===== config.mk =====
export PLATFORM = sky130hd
export DESIGN_NAME = window_zscore_outlier_core
export DESIGN_NICKNAME = d
export VERILOG_FILES = /design/src/rtl/core/wzo_pkg.sv /design/src/rtl/core/window_zscore_outlier_core.sv
export SDC_FILE = /design/constraint.sdc
export NUM_CORES = 2
export LEC_CHECK = 0
export BUFFER_PORTS_ARGS = -buffer_cell sky130_fd_sc_hd__buf_2
export CAP_MARGIN = 20
export CELL_PAD_IN_SITES_DETAIL_PLACEMENT = 1
export CELL_PAD_IN_SITES_GLOBAL_PLACEMENT = 1
export CORE_ASPECT_RATIO = 0.9
export CORE_UTILIZATION = 25
export DETAILED_ROUTE_END_ITERATION = 7
export PLACE_DENSITY_LB_ADDON = 0.3
export SETUP_SLACK_MARGIN = 0.4
export SLEW_MARGIN = 30
export SYNTH_ARGS = -nofsm -noshare
export SYNTH_HDL_FRONTEND = slang
export SYNTH_SLANG_ARGS = --single-unit

===== constraint.sdc =====
create_clock -name clk_i -period 6.9 [get_ports clk_i]
set_clock_uncertainty 0.15 [all_clocks]
set_input_delay 1.38 -clock clk_i [delete_from_list [all_inputs] [get_ports clk_i]]
set_output_delay 1.38 -clock clk_i [all_outputs]
set_load 0.02 [all_outputs]

===== src/rtl/core/wzo_pkg.sv =====
// Shared types and constants for the window z-score outlier core.
// Used by window_zscore_outlier_core and wzo_checker; no dependencies.
package wzo_pkg;

  // fixed field widths
  localparam int unsigned SAMPLE_BITS    = 16;
  localparam int unsigned THR_BITS       = 12;
  // fractional bits of the Q4.8 threshold
  localparam int unsigned THR_FRAC       = 8;
  localparam int unsigned WINDOW_MAX_DEF = 256;

  localparam logic [THR_BITS-1:0] THR_RESET = 12'd768;

  // result status codes
  typedef enum logic [1:0] {
    STATUS_EVAL  = 2'd0,
    STATUS_SHORT = 2'd1,
    STATUS_FLAT  = 2'd2
  } status_e;

  // request kinds
  typedef enum logic {
    KIND_ADD  = 1'b0,
    KIND_TEST = 1'b1
  } kind_e;

  // sequencer states
  typedef enum logic [3:0] {
    ST_IDLE,    // waiting for a request
    ST_SQ,      // sum of squares += |v|^2
    ST_DIFF,    // d = n*v - sum
    ST_DSQ,     // d^2
    ST_DN,      // d^2 * (n-1)
    ST_SUMSQ,   // sum^2
    ST_SPREAD,  // n*sumsq - sum^2
    ST_SN,      // spread * n
    ST_TH1,     // * threshold
    ST_TH2,     // * threshold
    ST_DONE     // hand result to output register
  } state_e;

  typedef struct packed {
    logic                          kind;
    logic signed [SAMPLE_BITS-1:0] sample;
  } in_req_t;

  typedef struct packed {
    logic    outlier;
    status_e status;
    logic    dropped;
  } out_rsp_t;

endpackage


===== src/rtl/core/window_zscore_outlier_core.sv =====
// Window z-score outlier detector: running window statistics and exact integer test.
// Depends on wzo_pkg; one shared shift-add multiply-accumulate unit does all products.
//
//  channel  | direction | handshake              | payload
//  ---------+-----------+------------------------+---------------------------
//  in       | input     | in_valid_i/in_ready_o  | in_req_i  (kind, sample)
//  out      | output    | out_valid_o/out_ready_i| out_rsp_o (outlier, status, dropped)
//  cfg      | input     | cfg_we_i, no wait      | cfg_wdata_i (threshold Q4.8)
//
// The multiply unit retires one multiplier bit per cycle and stops when the remaining
// multiplier bits are zero. An added sample is squared with one product, or dropped
// when the window is full; a test on a short window needs no product, and a full
// evaluation chains eight products.
// Reset clears the window and loads threshold 3.0; no clearing pass is needed.
// in_ready_o is high only in the idle state. A finished result sits in the output
// register; a test that finishes while that register is still full holds until it drains.
module window_zscore_outlier_core #(
  parameter int unsigned WINDOW_MAX = wzo_pkg::WINDOW_MAX_DEF
) (
  input  logic                          clk_i,
  input  logic                          rst_ni,
  input  logic                          in_valid_i,
  output logic                          in_ready_o,
  input  wzo_pkg::in_req_t              in_req_i,
  output logic                          out_valid_o,
  input  logic                          out_ready_i,
  output wzo_pkg::out_rsp_t             out_rsp_o,
  input  logic                          cfg_we_i,
  input  logic [wzo_pkg::THR_BITS-1:0]  cfg_wdata_i
);
  import wzo_pkg::*;

  localparam int unsigned CntW = $clog2(WINDOW_MAX + 1);
  localparam int unsigned SumW = SAMPLE_BITS + CntW;
  localparam int unsigned SqW  = 2 * SAMPLE_BITS - 2 + CntW;
  localparam int unsigned MulW = SAMPLE_BITS + CntW;
  localparam int unsigned AccW = 2 * SAMPLE_BITS + 3 * CntW + 2 * THR_BITS - 2;
  localparam int unsigned QSh  = 2 * THR_FRAC;

  localparam logic [CntW-1:0] WinFull = CntW'(WINDOW_MAX);
  localparam logic [CntW-1:0] MinWin  = CntW'(3);

  state_e                 state_q, state_d;
  logic [CntW-1:0]        count_q, count_d;
  logic signed [SumW-1:0] sum_q, sum_d;
  logic [SqW-1:0]         sumsq_q, sumsq_d;
  logic                   ovf_q, ovf_d;
  logic [THR_BITS-1:0]    thr_q;
  logic [AccW-1:0]        acc_q, acc_d;
  logic [AccW-1:0]        mcand_q, mcand_d;
  logic [MulW-1:0]        mplier_q, mplier_d;
  logic [AccW-1:0]        lhs_q, lhs_d;
  logic                   res_outlier_q, res_outlier_d;
  status_e                res_status_q, res_status_d;
  logic                   out_valid_q, out_valid_d;
  out_rsp_t               out_rsp_q, out_rsp_d;

  logic                   in_fire;
  logic                   mul_busy;
  logic                   out_free;
  logic                   is_mul_state;
  logic [SumW-1:0]        sum_mag;
  logic [SAMPLE_BITS-1:0] v_mag;
  logic [AccW-1:0]        d_mag;
  logic [CntW-1:0]        n_minus1;

  assign in_ready_o  = (state_q == ST_IDLE);
  assign in_fire     = in_valid_i && in_ready_o;
  assign mul_busy    = |mplier_q;
  assign out_free    = !out_valid_q || out_ready_i;
  assign out_valid_o = out_valid_q;
  assign out_rsp_o   = out_rsp_q;

  // magnitudes feeding the multiplier
  assign sum_mag  = sum_q[SumW-1] ? (~sum_q + SumW'(1)) : sum_q;
  assign v_mag    = in_req_i.sample[SAMPLE_BITS-1] ? (~in_req_i.sample + SAMPLE_BITS'(1))
                                                   : in_req_i.sample;
  assign d_mag    = acc_q[AccW-1] ? (~acc_q + AccW'(1)) : acc_q;
  assign n_minus1 = count_q - CntW'(1);

  assign is_mul_state = (state_q != ST_IDLE) && (state_q != ST_DONE);

  // next state
  always_comb begin
    state_d = state_q;
    unique case (state_q)
      ST_IDLE: begin
        if (in_fire) begin
          if (in_req_i.kind == KIND_ADD) begin
            if (count_q < WinFull) state_d = ST_SQ;
          end else if (count_q < MinWin) begin
            state_d = ST_DONE;
          end else begin
            state_d = ST_DIFF;
          end
        end
      end
      ST_SQ:     if (!mul_busy) state_d = ST_IDLE;
      ST_DIFF:   if (!mul_busy) state_d = ST_DSQ;
      ST_DSQ:    if (!mul_busy) state_d = ST_DN;
      ST_DN:     if (!mul_busy) state_d = ST_SUMSQ;
      ST_SUMSQ:  if (!mul_busy) state_d = ST_SPREAD;
      ST_SPREAD: begin
        if (!mul_busy) state_d = (acc_q == '0) ? ST_DONE : ST_SN;
      end
      ST_SN:     if (!mul_busy) state_d = ST_TH1;
      ST_TH1:    if (!mul_busy) state_d = ST_TH2;
      ST_TH2:    if (!mul_busy) state_d = ST_DONE;
      ST_DONE:   if (out_free) state_d = ST_IDLE;
      default:   state_d = ST_IDLE;
    endcase
  end

  // datapath and window update
  always_comb begin
    count_d       = count_q;
    sum_d         = sum_q;
    sumsq_d       = sumsq_q;
    ovf_d         = ovf_q;
    acc_d         = acc_q;
    mcand_d       = mcand_q;
    mplier_d      = mplier_q;
    lhs_d         = lhs_q;
    res_outlier_d = res_outlier_q;
    res_status_d  = res_status_q;
    out_valid_d   = out_valid_q && !out_ready_i;
    out_rsp_d     = out_rsp_q;

    // shared shift-add step
    if (is_mul_state && mul_busy) begin
      acc_d    = acc_q + (mplier_q[0] ? mcand_q : '0);
      mcand_d  = mcand_q << 1;
      mplier_d = mplier_q >> 1;
    end

    unique case (state_q)
      ST_IDLE: begin
        if (in_fire) begin
          if (in_req_i.kind == KIND_ADD) begin
            if (count_q < WinFull) begin
              // square accumulates straight onto the running sum of squares
              count_d  = count_q + CntW'(1);
              sum_d    = sum_q + SumW'(in_req_i.sample);
              acc_d    = AccW'(sumsq_q);
              mcand_d  = AccW'(v_mag);
              mplier_d = MulW'(v_mag);
            end else begin
              ovf_d = 1'b1;
            end
          end else if (count_q < MinWin) begin
            res_outlier_d = 1'b0;
            res_status_d  = STATUS_SHORT;
          end else begin
            // d = n*v - sum, starting from -sum
            acc_d    = '0 - AccW'(sum_q);
            mcand_d  = AccW'(in_req_i.sample);
            mplier_d = MulW'(count_q);
          end
        end
      end
      ST_SQ: begin
        if (!mul_busy) sumsq_d = acc_q[SqW-1:0];
      end
      ST_DIFF: begin
        if (!mul_busy) begin
          acc_d    = '0;
          mcand_d  = d_mag;
          mplier_d = d_mag[MulW-1:0];
        end
      end
      ST_DSQ: begin
        if (!mul_busy) begin
          acc_d    = '0;
          mcand_d  = acc_q;
          mplier_d = MulW'(n_minus1);
        end
      end
      ST_DN: begin
        if (!mul_busy) begin
          // scale for the Q4.8 threshold squared
          lhs_d    = {acc_q[AccW-QSh-1:0], {QSh{1'b0}}};
          acc_d    = '0;
          mcand_d  = AccW'(sum_mag);
          mplier_d = MulW'(sum_mag);
        end
      end
      ST_SUMSQ: begin
        if (!mul_busy) begin
          // n*sumsq accumulates onto -sum^2
          acc_d    = '0 - acc_q;
          mcand_d  = AccW'(sumsq_q);
          mplier_d = MulW'(count_q);
        end
      end
      ST_SPREAD: begin
        if (!mul_busy) begin
          if (acc_q == '0) begin
            res_outlier_d = 1'b0;
            res_status_d  = STATUS_FLAT;
          end else begin
            acc_d    = '0;
            mcand_d  = acc_q;
            mplier_d = MulW'(count_q);
          end
        end
      end
      ST_SN, ST_TH1: begin
        if (!mul_busy) begin
          acc_d    = '0;
          mcand_d  = acc_q;
          mplier_d = MulW'(thr_q);
        end
      end
      ST_TH2: begin
        if (!mul_busy) begin
          res_outlier_d = (lhs_q > acc_q);
          res_status_d  = STATUS_EVAL;
        end
      end
      ST_DONE: begin
        if (out_free) begin
          out_valid_d       = 1'b1;
          out_rsp_d.outlier = res_outlier_q;
          out_rsp_d.status  = res_status_q;
          out_rsp_d.dropped = ovf_q;
          // a test starts a fresh window
          count_d = '0;
          sum_d   = '0;
          sumsq_d = '0;
          ovf_d   = 1'b0;
        end
      end
      default: ;
    endcase
  end

  // control and window state
  always_ff @(posedge clk_i or negedge rst_ni) begin
    if (!rst_ni) begin
      state_q     <= ST_IDLE;
      count_q     <= '0;
      sum_q       <= '0;
      sumsq_q     <= '0;
      ovf_q       <= 1'b0;
      thr_q       <= THR_RESET;
      mplier_q    <= '0;
      out_valid_q <= 1'b0;
    end else begin
      state_q     <= state_d;
      count_q     <= count_d;
      sum_q       <= sum_d;
      sumsq_q     <= sumsq_d;
      ovf_q       <= ovf_d;
      mplier_q    <= mplier_d;
      out_valid_q <= out_valid_d;
      if (cfg_we_i) thr_q <= cfg_wdata_i;
    end
  end

  // arithmetic and result payload
  always_ff @(posedge clk_i) begin
    acc_q         <= acc_d;
    mcand_q       <= mcand_d;
    lhs_q         <= lhs_d;
    res_outlier_q <= res_outlier_d;
    res_status_q  <= res_status_d;
    out_rsp_q     <= out_rsp_d;
  end

endmodule


# Word-level counts from Yosys, hierarchy flattened
# Cells that the tools add are included.
[word_totals]
reg_bits = 350
output_inout_bits = 6
in_bits = 34
[classes]
reduce_logical = 24
addsub = 9
muxes = 89
eq_ne = 29
magnitude_cmp = 3
bitwise = 4
[ops]
columns = ["op", "count"]
rows = [
  ["$mux W81", 22],
  ["$pmux W81 S6", 1],
  ["$mux W25", 17],
  ["$pmux W81 S4", 1],
  ["$pmux W25 S7", 1],
  ["$add A81 B1 Y81 const B", 1],
  ["$add A81 B81 Y81", 1],
  ["$gt A81 B81 Y1", 1],
  ["$logic_not A81 Y1", 1],
  ["$not A81 Y81", 1],
  ["$sub A1 B81 Y81 const A", 1],
  ["$mux W39", 2],
  ["$pmux W39 S2", 1],
  ["$mux W4", 15],
  ["$pmux W25 S2", 1],
  ["$pmux W4 S11", 1],
  ["$mux W9", 4],
  ["$ne A2 B2 Y1 const B", 13],
  ["$sub A1 B25 Y26 const A", 1],
  ["$add A25 B16 Y25", 1],
  ["$add A25 B2 Y25 const B", 1],
  ["$not A25 Y25", 1],
  ["$reduce_or A25 Y1", 1],
  ["$pmux W9 S2", 1],
  ["35 further kinds", 67],
]

# Depth between registers and ports, before layout
[logic_depth]
ltp_word = 8
mapped_depth = 17
mapped_depth_nobuf = 15

# Worst setup path before layout
# No wires, ideal clock.
[synth_path]
path_kind = "reg2reg"
from = "reg mplier_q[11]"
to = "reg lhs_q[16] (enable)"
path_slack_ps = 1623
period_less_slack_ps = 5277
setup_time_ps = 489
t_arrival_ps = 4638
stages_incl_launch_ff = 9
n_path_buf = 4
path_cell_list = "dfrtp_1 -> nor4_1 -> nand4_1 -> or2_2 -> clkbuf_1 -> clkbuf_1 -> clkbuf_1 -> clkbuf_1 -> nor2_1"
[synth_via]
elab_chain_len = 3
[synth_lines]
columns = ["item", "line_no", "rtl"]
rows = [
  ["start, declared", "window_zscore_outlier_core.sv:51", "logic [MulW-1:0] mplier_q, mplier_d;"],
  ["start signal, assigned", "window_zscore_outlier_core.sv:254", "mplier_q <= mplier_d;"],
  ["$reduce_or A25 Y1", "window_zscore_outlier_core.sv:69", "assign mul_busy = |mplier_q;"],
  ["$not A1 Y1 (no line)", "-", ""],
  ["$reduce_and A2 Y1 (no line)", "-", ""],
  ["end signal, assigned", "window_zscore_outlier_core.sv:264", "lhs_q <= lhs_d;"],
  ["end, declared", "window_zscore_outlier_core.sv:52", "logic [AccW-1:0] lhs_q, lhs_d;"],
]
# Every way passes these cells.
# A chain may end at the register's enable or synchronous reset.

# Final worst setup path
[layout_path]
from = "reg mplier_q[0]"
to = "reg acc_q[68]"
[layout_via]
elab_chain_len = 7
[layout_lines]
columns = ["item", "line_no", "rtl"]
rows = [
  ["$mux W81 or $reduce_or A25 Y1 (tied branches)", "window_zscore_outlier_core.sv:131, window_zscore_outlier_core.sv:69", ""],
  ["$add A81 B81 Y81 or $logic_and A1 B1 Y1 (tied branches)", "window_zscore_outlier_core.sv:131, window_zscore_outlier_core.sv:130", ""],
  ["$mux W81", "window_zscore_outlier_core.sv:130", "if (is_mul_state && mul_busy) begin"],
  ["$mux W81 (on tied branches)", "window_zscore_outlier_core.sv:140, window_zscore_outlier_core.sv:150", ""],
  ["$mux W81", "window_zscore_outlier_core.sv:139", "if (in_req_i.kind == KIND_ADD) begin"],
  ["$mux W81", "window_zscore_outlier_core.sv:138", "if (in_fire) begin"],
  ["$pmux W81 S4 (*)", "window_zscore_outlier_core.sv:136", "unique case (state_q)"],
  ["via acc_d[68]", "window_zscore_outlier_core.sv:49", "logic [AccW-1:0] acc_q, acc_d;"],
  ["end signal, assigned", "window_zscore_outlier_core.sv:262", "acc_q <= acc_d;"],
  ["end, declared", "window_zscore_outlier_core.sv:49", ""],
]
# The timed path passes the listed nets; every way through them passes the cells marked *.

==> impl_metrics.tcl <==
set metrics [dict create \
    postCtsSetupRepairBufs 0 \
    cp.depth 15 \
    cts_max_path_buffers 3 \
    cts_tree "yes" \
    core_mm2 0.1192 \
    critPathKind "flip-flop to flip-flop" \
    reg2reg_slack_ns 1.49 \
    rows 120 \
    ys_top_cells_by_count "nand2_1, o21ai_0, a21oi_1" \
    cts-root-buf "clkbuf_16" \
    status "complete, no violations" \
    synth_edf_count 72 \
    synth_top_cell_by_area "dfxtp_1" \
    syn-cell-area_mm2 0.03008 \
    avgSynthCellArea_um2 7.658 \
    path_clk_slew_ns 0.06 \
    die_h_um 331.1 \
    ioPinCount 40 \
    grtUsageTotal_pct 24.92 \
    crit_path_end_kind "flip-flop" \
    max-cap-violations 0 \
    vias 32610 \
    rsz0062_at_grt "false" \
    nets 4059 \
    drc 0 \
    grt_max_degree 111 \
    period_minus_slack_ns 5.414 \
    timing.rr.end "acc_q[68]" \
    hold_depth 0 \
    clk_latency_ns 0.63 \
    slew_viol_final 0 \
    die_w_um 367.6 \
    dp_hpwl_mm 112.9 \
    r2r_cells 15 \
    setup.worst_path.end "acc_q[68]" \
    grt_pass1_vias 32050 \
    synth_cell_type_count 107 \
    hold_viol_final 0 \
    drt-initial-drc-count 3460 \
    synthArstFlopShare_pct 33.14 \
    busiest_layer "met2" \
    finalCritPeriodShare_pct 78.46 \
    p_per_area_mw_per_mm2 497.8 \
    synth-seq-area-share_pct 27.63 \
    crit_path_top_delay_cell "dfrtp_2" \
    portBuffers 39 \
    met2_usage_pct 38.23 \
    grt_use_met3_pct 4.142 \
    critical_path_required_ns 7.24 \
    clock-sinks 350 \
    max_slew.worst_pin.slew_ns 1.136 \
    yosysMostFrequentCell "nand2_1" \
    max_stage_delay_ns 0.93 \
    drt_first_pass_iters 5 \
    cp.arrival_ns 5.75 \
    leakagePower_nw 13.88 \
    dieArea_mm2 0.1217 \
    antenna_found_initial 3 \
    crit_family "compound AO/OA/AOI/OAI gates" \
    ant_nets 0 \
    num-fill-cells 14450 \
    tns_ns 0 \
    synth_cells 3928 \
    overflow 0 \
    synth_ff_type "dfxtp_1" \
    synthToLayoutAreaGrowth_pct 12.42 \
    post_drt_wl_per_cell_um 28.43 \
    critPathMaxFanout 51 \
    crit_start "mplier_q[0]" \
    ctsResizeCount 0 \
    postCtsHoldBufs 0 \
    met1_usage_pct 35.35 \
    grt_pass1_wl_mm 227.4 \
    ys_seq_elements 350 \
    viasPerCell 5.962 \
    min_path_type "flip-flop to flip-flop" \
    fmax_mhz 184.7 \
    synth.net_count 4140 \
    cts_made_buffers 46 \
    drive_above_1_share_pct 7.981 \
    start_util_pct 25.23 \
    synth_top_cell_area_share_pct 10.78 \
    htreeDepth 2 \
    gp_congestion 0.9277 \
    relSlewSlack_pct 23.46 \
    r2r-start "mplier_q[0]" \
    dp_cells 5385 \
    final_cells 5470 \
    power_mw 16.83 \
    yosysWarningCount 0 \
    wl_mm 155.5 \
    diodes 0 \
    critPathLaunchType "flip-flop" \
    setup_violations 0 \
    worst-path-buf-inv 1 \
    synth.area.top_cells "dfxtp_1, dfrtp_1, ha_1" \
    worstPathCellList "and2_1 > ha_1 > inv_1 > fa_1 > nor2b_1 > o31a_1 > or3_1 > a41o_1 > a31oi_1 > o41a_1 > o31ai_1 > a21oi_1 > o211a_1 > o21ai_0 > o211ai_1" \
    ir_worst_vdd_mv 0.2730 \
]
-- flip-flops by register name, indices dropped and copies added (netlist names) --
| signal | cells |
|---|---|
| acc_q | 81 |
| count_q | 9 |
| lhs_q | 65 |
| mcand_q | 81 |
| mplier_q | 25 |
| out_rsp_o | 4 |
| out_valid_o | 1 |
| ovf_q | 1 |
| res_outlier_q | 1 |
| res_status_q | 2 |
| state_q | 4 |
| sum_q | 25 |
| sumsq_q | 39 |
| thr_q | 12 |
-- routing by layer --
metal,up-vias,part of all wire (%)
li1,14320,-
met1,16580,46
met2,1434,43
met3,278,8.0
met4,2,3.2
met5,-,0.0064
-- how the worst min path moves through the flow --
stage                          startpoint            to  slack, ns
after global placement    res_status_q[1]  out_rsp_o[2]       0.26
final                     res_status_q[1]  out_rsp_o[2]       0.27
after CTS                 res_status_q[1]  out_rsp_o[2]       0.26
after floorplan           res_status_q[0]  out_rsp_o[1]       0.25
after detailed placement  res_status_q[1]  out_rsp_o[2]       0.26
after global routing      res_status_q[1]  out_rsp_o[2]       0.27
-- placed cells by master (no fill, tap or decap), types with 38 or more instances in the layout --
cell type,n
nand2_1,506
o21ai_0,373
a21oi_1,359
nor2_1,267
ha_1,176
dfxtp_1,161
xnor2_1,152
dfrtp_1,113
inv_1,110
buf_4,105
a21o_1,96
and2_1,93
nand3_1,82
xor2_1,81
mux2i_1,79
nor3_1,75
edfxtp_1,72
nand4_1,67
o221ai_1,59
o31ai_1,57
a221oi_1,56
clkbuf_16,47
a31oi_1,41
buf_2,38
-- cell families (layout without fill, tap and decap cells) --
| logic type | count (synthesis) | after routing | share of synthesized area (%) |
|---|---|---|---|
| AOI/OAI and AO/OA | 1362 | 1362 | 28.95 |
| xor gates and xnor gates | 233 | 233 | 6.784 |
| muxes | 91 | 91 | 3.078 |
| DFF | 350 | 350 | 27.63 |
| adders and majority gates | 178 | 178 | 7.454 |
| buffers and inverters | 389 | 345 | 5.000 |
| and+or+nand+nor | 1325 | 1325 | 21.11 |
-- cell type report --
type	instances	area, µm²	area share (%)
tap	1586	1984	5.868
multi-input combinational	3189	20420	60.39
inverter	113	424.2	1.254
timing repair buffer	147	1057	3.126
sequential	350	8313	24.58
clock inverter	24	347.8	1.029
clock buffer	61	1269	3.752
-- metrics by stage --
stage	area, µm²	utilization, %	worst slack [ns]	hold slack, ns
after floorplan	30080	-	1.623	0.2503
after global placement	32140	26.96	1.532	0.2628
after detailed placement	32200	27.01	1.448	0.2565
after CTS	33810	28.36	1.427	0.2625
after global routing	33820	28.37	1.150	0.2661
final	33820	28.37	1.486	0.2695
-- power breakdown --
part           internal, mW  switching [mW]  total, mW
clock network          1.63            1.10       2.73
logic                  3.27            6.95       10.2
registers              2.77            1.12       3.89
Power figures use the tool's default switching activity.
